### config.mk
export PLATFORM = sky130hd
export DESIGN_NAME = rrr_div_pipe
export DESIGN_NICKNAME = d
export VERILOG_FILES = /design/src/rrr_pkg.sv /design/src/rrr_div_pipe.sv
export SDC_FILE = /design/constraint.sdc
export NUM_CORES = 2
export LEC_CHECK = 0
export BUFFER_PORTS_ARGS = -buffer_cell sky130_fd_sc_hd__buf_2
export CORE_MARGIN = 3
export CORE_UTILIZATION = 40
export DETAILED_ROUTE_END_ITERATION = 8
export GPL_ROUTABILITY_DRIVEN = 1
export PLACE_DENSITY = 0.58
export SLEW_MARGIN = 20
export SYNTH_ARGS = -nofsm -noshare
export SYNTH_HDL_FRONTEND = slang
export SYNTH_SLANG_ARGS = --single-unit
### constraint.sdc
create_clock -name clk -period 15 [get_ports clk]
set_input_delay 2.25 -clock clk [delete_from_list [all_inputs] [get_ports clk]]
set_output_delay 2.25 -clock clk [all_outputs]
set_load 0.02 [all_outputs]
### src/rrr_pkg.sv
// rrr_pkg: shared constants for the ray reflect / refract unit
// no dependencies; imported by the pipelined arithmetic units and the top level
package rrr_pkg;

	localparam int NUM_LANES = 3;
	localparam int SQRT_GRP  = 4;
	localparam int DIV_GRP   = 4;

endpackage

### src/rrr_div_pipe.sv
// rrr_div_pipe: pipelined restoring divider, three lanes sharing one divisor
// depends on rrr_pkg (NUM_LANES, DIV_GRP); flags quotients that need more than QB bits
module rrr_div_pipe #(
	parameter int UW  = 45,
	parameter int DW  = 20,
	parameter int QB  = 18,
	parameter int SBW = 8
) (
	input  logic                                 clk,
	input  logic                                 arst_n,
	input  logic                                 en,
	input  logic                                 in_valid,
	input  logic [rrr_pkg::NUM_LANES-1:0][UW-1:0] num,
	input  logic [DW-1:0]                        divisor,
	input  logic [SBW-1:0]                       sb_in,
	output logic                                 out_valid,
	output logic [rrr_pkg::NUM_LANES-1:0][QB-1:0] quo,
	output logic [rrr_pkg::NUM_LANES-1:0]         ovf,
	output logic [SBW-1:0]                       sb_out
);
	import rrr_pkg::*;

	localparam int HW = UW - QB;
	localparam int CW = (HW > DW) ? HW : DW;
	localparam int L  = (QB + DIV_GRP - 1) / DIV_GRP;

	logic [QB-1:0]  lo_st  [L+1][NUM_LANES];
	logic [DW-1:0]  rem_st [L+1][NUM_LANES];
	logic           ovf_st [L+1][NUM_LANES];
	logic [DW-1:0]  dv_st  [L+1];
	logic [SBW-1:0] sb_st  [L+1];
	logic           v_st   [L+1];

	// first stage: overflow check and initial partial remainder
	always_ff @(posedge clk or negedge arst_n) begin
		if (!arst_n) begin
			v_st[0] <= 1'b0;
		end else if (en) begin
			v_st[0] <= in_valid;
		end
	end

	always_ff @(posedge clk) begin
		if (en) begin
			for (int i = 0; i < NUM_LANES; i++) begin
				ovf_st[0][i] <= CW'(num[i][UW-1:QB]) >= CW'(divisor);
				rem_st[0][i] <= DW'(num[i][UW-1:QB]);
				lo_st[0][i]  <= num[i][QB-1:0];
			end
			dv_st[0] <= divisor;
			sb_st[0] <= sb_in;
		end
	end

	for (genvar s = 0; s < L; s++) begin : g_stage
		logic [DW-1:0] rn [NUM_LANES];
		logic [QB-1:0] ln [NUM_LANES];
		logic [DW:0]   tmp;

		always_comb begin
			tmp = '0;
			for (int i = 0; i < NUM_LANES; i++) begin
				rn[i] = rem_st[s][i];
				ln[i] = lo_st[s][i];
				for (int j = 0; j < DIV_GRP; j++) begin
					if (s * DIV_GRP + j < QB) begin
						tmp   = {rn[i], ln[i][QB-1]};
						ln[i] = ln[i] << 1;
						if (tmp >= {1'b0, dv_st[s]}) begin
							rn[i]    = DW'(tmp - {1'b0, dv_st[s]});
							ln[i][0] = 1'b1;
						end else begin
							rn[i] = tmp[DW-1:0];
						end
					end
				end
			end
		end

		always_ff @(posedge clk or negedge arst_n) begin
			if (!arst_n) begin
				v_st[s+1] <= 1'b0;
			end else if (en) begin
				v_st[s+1] <= v_st[s];
			end
		end

		always_ff @(posedge clk) begin
			if (en) begin
				for (int i = 0; i < NUM_LANES; i++) begin
					rem_st[s+1][i] <= rn[i];
					lo_st[s+1][i]  <= ln[i];
					ovf_st[s+1][i] <= ovf_st[s][i];
				end
				dv_st[s+1] <= dv_st[s];
				sb_st[s+1] <= sb_st[s];
			end
		end
	end

	always_comb begin
		for (int i = 0; i < NUM_LANES; i++) begin
			quo[i] = lo_st[L][i];
			ovf[i] = ovf_st[L][i];
		end
	end

	assign out_valid = v_st[L];
	assign sb_out    = sb_st[L];

endmodule

# After elaboration in Yosys (flattened, before gate mapping)
# Memories as Yosys holds them, arrays and structs flattened.
# Index checks and enable logic that the tools add are counted.
# word_totals
ram_bits	870
n_memories	5
word_cells	232
in_bits	167
output_inout_bits	66
ff_bits	6
# mem_list
name	words	word_bits	read_ports	rd_ports_with_merged_regs	write_ports	line	rtl
rem_st	6	60	5	0	6	rrr_div_pipe.sv:28	logic [DW-1:0] rem_st [L+1][NUM_LANES];
lo_st	6	54	6	0	6	rrr_div_pipe.sv:27	logic [QB-1:0] lo_st [L+1][NUM_LANES];
dv_st	6	20	5	0	6	rrr_div_pipe.sv:30	logic [DW-1:0] dv_st [L+1];
sb_st	6	8	6	0	6	rrr_div_pipe.sv:31	logic [SBW-1:0] sb_st [L+1];
ovf_st	6	3	6	0	6	rrr_div_pipe.sv:29	logic ovf_st [L+1][NUM_LANES];
# classes
add_sub_neg	54
order_cmp	57
n_mux	110
# op_table
cell	n
$ge 21x20->1	54
$mux 20	54
$sub 20x20->20	54
$ge 27x20->1	3
$mux 1	56

# Longest topological paths before layout
# An unclocked memory read counts as a cell.
# logic_depth
word_depth	9
mapped_depth	58
mapped_depth_nobuf	53

# Least setup slack after synthesis
# No wires, ideal clock.
# synth_path
path_type	reg2reg
startpoint	memory dv_st[0][1]
endpoint	memory rem_st[0][87] (netlist name), data pin
stages_incl_launch_ff	56
slack_ns	2.854
setup_ns	0.272
n_path_buf	6
period_less_slack_ns	12.146
required_ns	14.728
arrival_ns	11.874
cell_sequence	edfxtp_1 inv_1 ha_1 nor2b_1 o31a_1 o41a_1 o21ai_1 a21boi_1 o221a_2 nor2_2 inv_2 o21ai_0 inv_1 ha_1 nor2b_1 o21a_1 o21ai_0 a21oi_1 (+20 left out) clkbuf_1 nand2_1 o21ai_0 ha_1 a21o_1 a21o_1 a21o_1 or3_1 o211a_1 o211a_1 nor4_1 o21a_1 nand3_1 or2_2 clkbuf_1 nand2_1 buf_2 o221ai_1
# synth_rtl
item	line
start, declared	rrr_div_pipe.sv:30
end, declared	rrr_div_pipe.sv:28

==> impl_results.md <==
- Status: completed
- Vias in the first global route: 70,530
- Layout cells sized above 1: a little under an eighth
- Reg2reg setup slack: roughly 1.1 ns
- Hold_sp: lo_st[0][45]
- CP Capture Type: register
- Dominant synthesized flop cell: edfxtp_1
- Max-cap violations: 0
- Final Setup Violations: 0
- CTS Buf Count: 100
- Setup CP Type: reg2reg
- Hold_buf cts: 0
- Area growth from synthesis to layout: 10.03%
- Post-Syn Nets: between 10,000 and 15,000
- Core Box Area: about 210,000 um^2
- Final estimated routing congestion in global placement: 0.9620
- Wire per inst: approximately 22 um
- Hold endpoint: lo_st[1][49]
- Commonest cells after routing, fill and taps aside: 1,140 x ha_1, 871 x a21oi_1, 790 x edfxtp_1
- Initial Util: around 40%
- Final wirelength: between 200,000 and 300,000 um
- Clock Latency Late Sink: around 0.8 ns
- Die height: roughly 470 um
- Part of the cycle the worst path needs: 92.51%
- Clock buffer depth: 3
- FF-to-FF path depth: 47
- Synth cell types: 107
- Top cells by area, synth: edfxtp_1 28%, ha_1 17%, mux2_2 6.0%, xnor2_1 5.5%, a21oi_1 5.1%
- Initial antenna violation count: 11
- Root Driver: clkbuf_16
- Synth warnings: 0
- Post-synth EDFFs: 790
- Endpoints failing hold: 0
- # clock sinks: approximately 800
- Cells after Synth: between 9,000 and 10,000
- Final ANT Viol Nets: 0
- Vias/cell: 5.817
- Max FO, Critical Path: 32
- Global route overflow: 0
- Biggest cell delay along the critical path: just over 0.6 ns
- CP max-delay cell: o31ai_4
- Sequential element share of the synthesized area: about 28%
- Post-DP HPWL: 216,900 um
- Setup Skew: 0.04966 ns
- Port Buffers: approximately 230
- IO Pins: about 230
- Yosys top cell area share: ~28%
- Setup TNS: 0 ns
- Pre-antenna DRT Iters: 8
- Commonest non-fill, non-tap cell in the layout: ha_1
- Worst path arrival time: 14.40 ns
- Die area: approximately 220,000 um^2
- Post-route DRC: 0
- Max Clock Freq: between 0.07 and 0.08 GHz
- Unrepaired setup endpoints after global routing: no
- Final nets: roughly 11,000
- Multi-input gate area in the final layout: approximately 59,000 um^2
- Total GRT Usage: approximately a quarter
- Hold depth: 0
- # fillers: ~20,000
- Slew @ Worst Pin: about 1.1 ns
- Std cell rows: about 170
- Yosys reg bits: about 800
- Global-route wire length before repair: a little over 400,000 um
- Post-synth top area cell: edfxtp_1
- Worst r2r dst: rem_st[1][112]
- Setup crit start kind: register
- Min-Delay Path Class: reg2reg
- Mean Syn Cell Area: just over 9 um^2
- H-tree level count: 3
- Crit path time final: about 14 ns
- Slew margin rel.: between 20 and 30%
- Chip width: roughly 470 um
- Worst path required time: roughly 16 ns
- Pins Over Slew Limit: 0
- Largest net degree at the start of global routing: 104
- CTS tree: yes
- Post-synthesis async set-or-reset flop share: less than 1%
- Via count: 72,910
- Netlist Area Pre-Place: approximately 85,000 um^2
- Number of setup buffers added after CTS: 0
- Worst r2r src: dv_st[2][6]
- Drt first-iter violations: around 5,400
- Clock transition at path regs: 0.06 ns
- FF+latch area: 23,870 um^2
- Resize count post-CTS: 0
[flip-flops by register name, indices dropped and copies added (netlist names)]
name / count
ovf_st: 18
rem_st: 300
sb_st: 48
out_valid: 1
lo_st: 324
v_st: 5
dv_st: 100
[per-stage QoR]
step	area [um^2]	utilization, %	setup slack, ns	hold slack (ns)	cells
final	93670	44.47	1.123	0.3995	12530
after global routing	93660	44.47	0.01395	0.4079	12530
after CTS	93640	44.46	1.065	0.4148	12530
after detailed placement	90310	42.88	1.099	0.4045	12340
after global placement	90310	42.88	1.210	0.4003	12340
after floorplan	85130	-	2.854	0.4003	9318
[cells by family after synthesis]
family,count (synthesis),synth area share [%]
AO/OA/AOI/OAI,2856,21.46
flip-flops,796,28.04
AND/OR/NAND/NOR,2397,13.75
multiplexers,566,7.378
adder cells (fa/ha/maj),1191,17.95
XOR/XNOR,790,8.127
buffers and inverters,722,3.291
[worst max-delay path: cells and delay by family, from the launching register on]
family / cells / cell delay [ns]
buffers and inverters: 5 / 1.69
multiplexers: 3 / 1.17
AO/OA/AOI/OAI: 26 / 6.80
AND/OR/NAND/NOR: 9 / 2.03
adder cells (fa/ha/maj): 4 / 1.42
flip-flops: 1 / 0.48
[synth_stat cells (160+ instances only)]
cell type	instances
nor2b_1	161
nor2_1	621
o21a_1	160
nor3_1	175
nand3_1	183
mux2_2	456
xor2_1	260
a21oi_1	871
xnor2_1	530
a21o_1	387
edfxtp_1	790
nand2_1	606
ha_1	1140
inv_1	538
o21ai_0	609
[routing by layer]
metal / global-route usage [%] / vias to the layer above / share of wire [%]
met5: 0 / - / 0.016
met4: 9.729 / 6 / 4.5
met3: 2.961 / 494 / 5.0
met2: 41.21 / 2079 / 47
met1: 31.30 / 34670 / 44
li1: - / 35660 / -
[how the worst max path moves through the flow]
stage | to | from | cells after the start
after global placement | rem_st[1][112] | dv_st[2][6] | 47
after floorplan | rem_st[0][87] | dv_st[0][1] | 55
after detailed placement | rem_st[1][112] | dv_st[2][6] | 50
final | rem_st[1][112] | dv_st[2][6] | 47
after CTS | rem_st[1][103] | dv_st[2][6] | 47
after global routing | rem_st[1][103] | dv_st[2][6] | 50
[final cells by class]
type / count / area share (%)
clock buffers: 111 / 2.716
multi-input cells: 7800 / 62.46
diodes: 7 / 0.01870
inverters: 552 / 2.215
flip-flops and latches: 796 / 25.49
well taps: 2805 / 3.747
repair buffers: 389 / 2.509
clock inverters: 74 / 0.8482
Power is not shown: default switching activity piles up to over one toggle a cycle in this logic, so the estimate is an artifact.
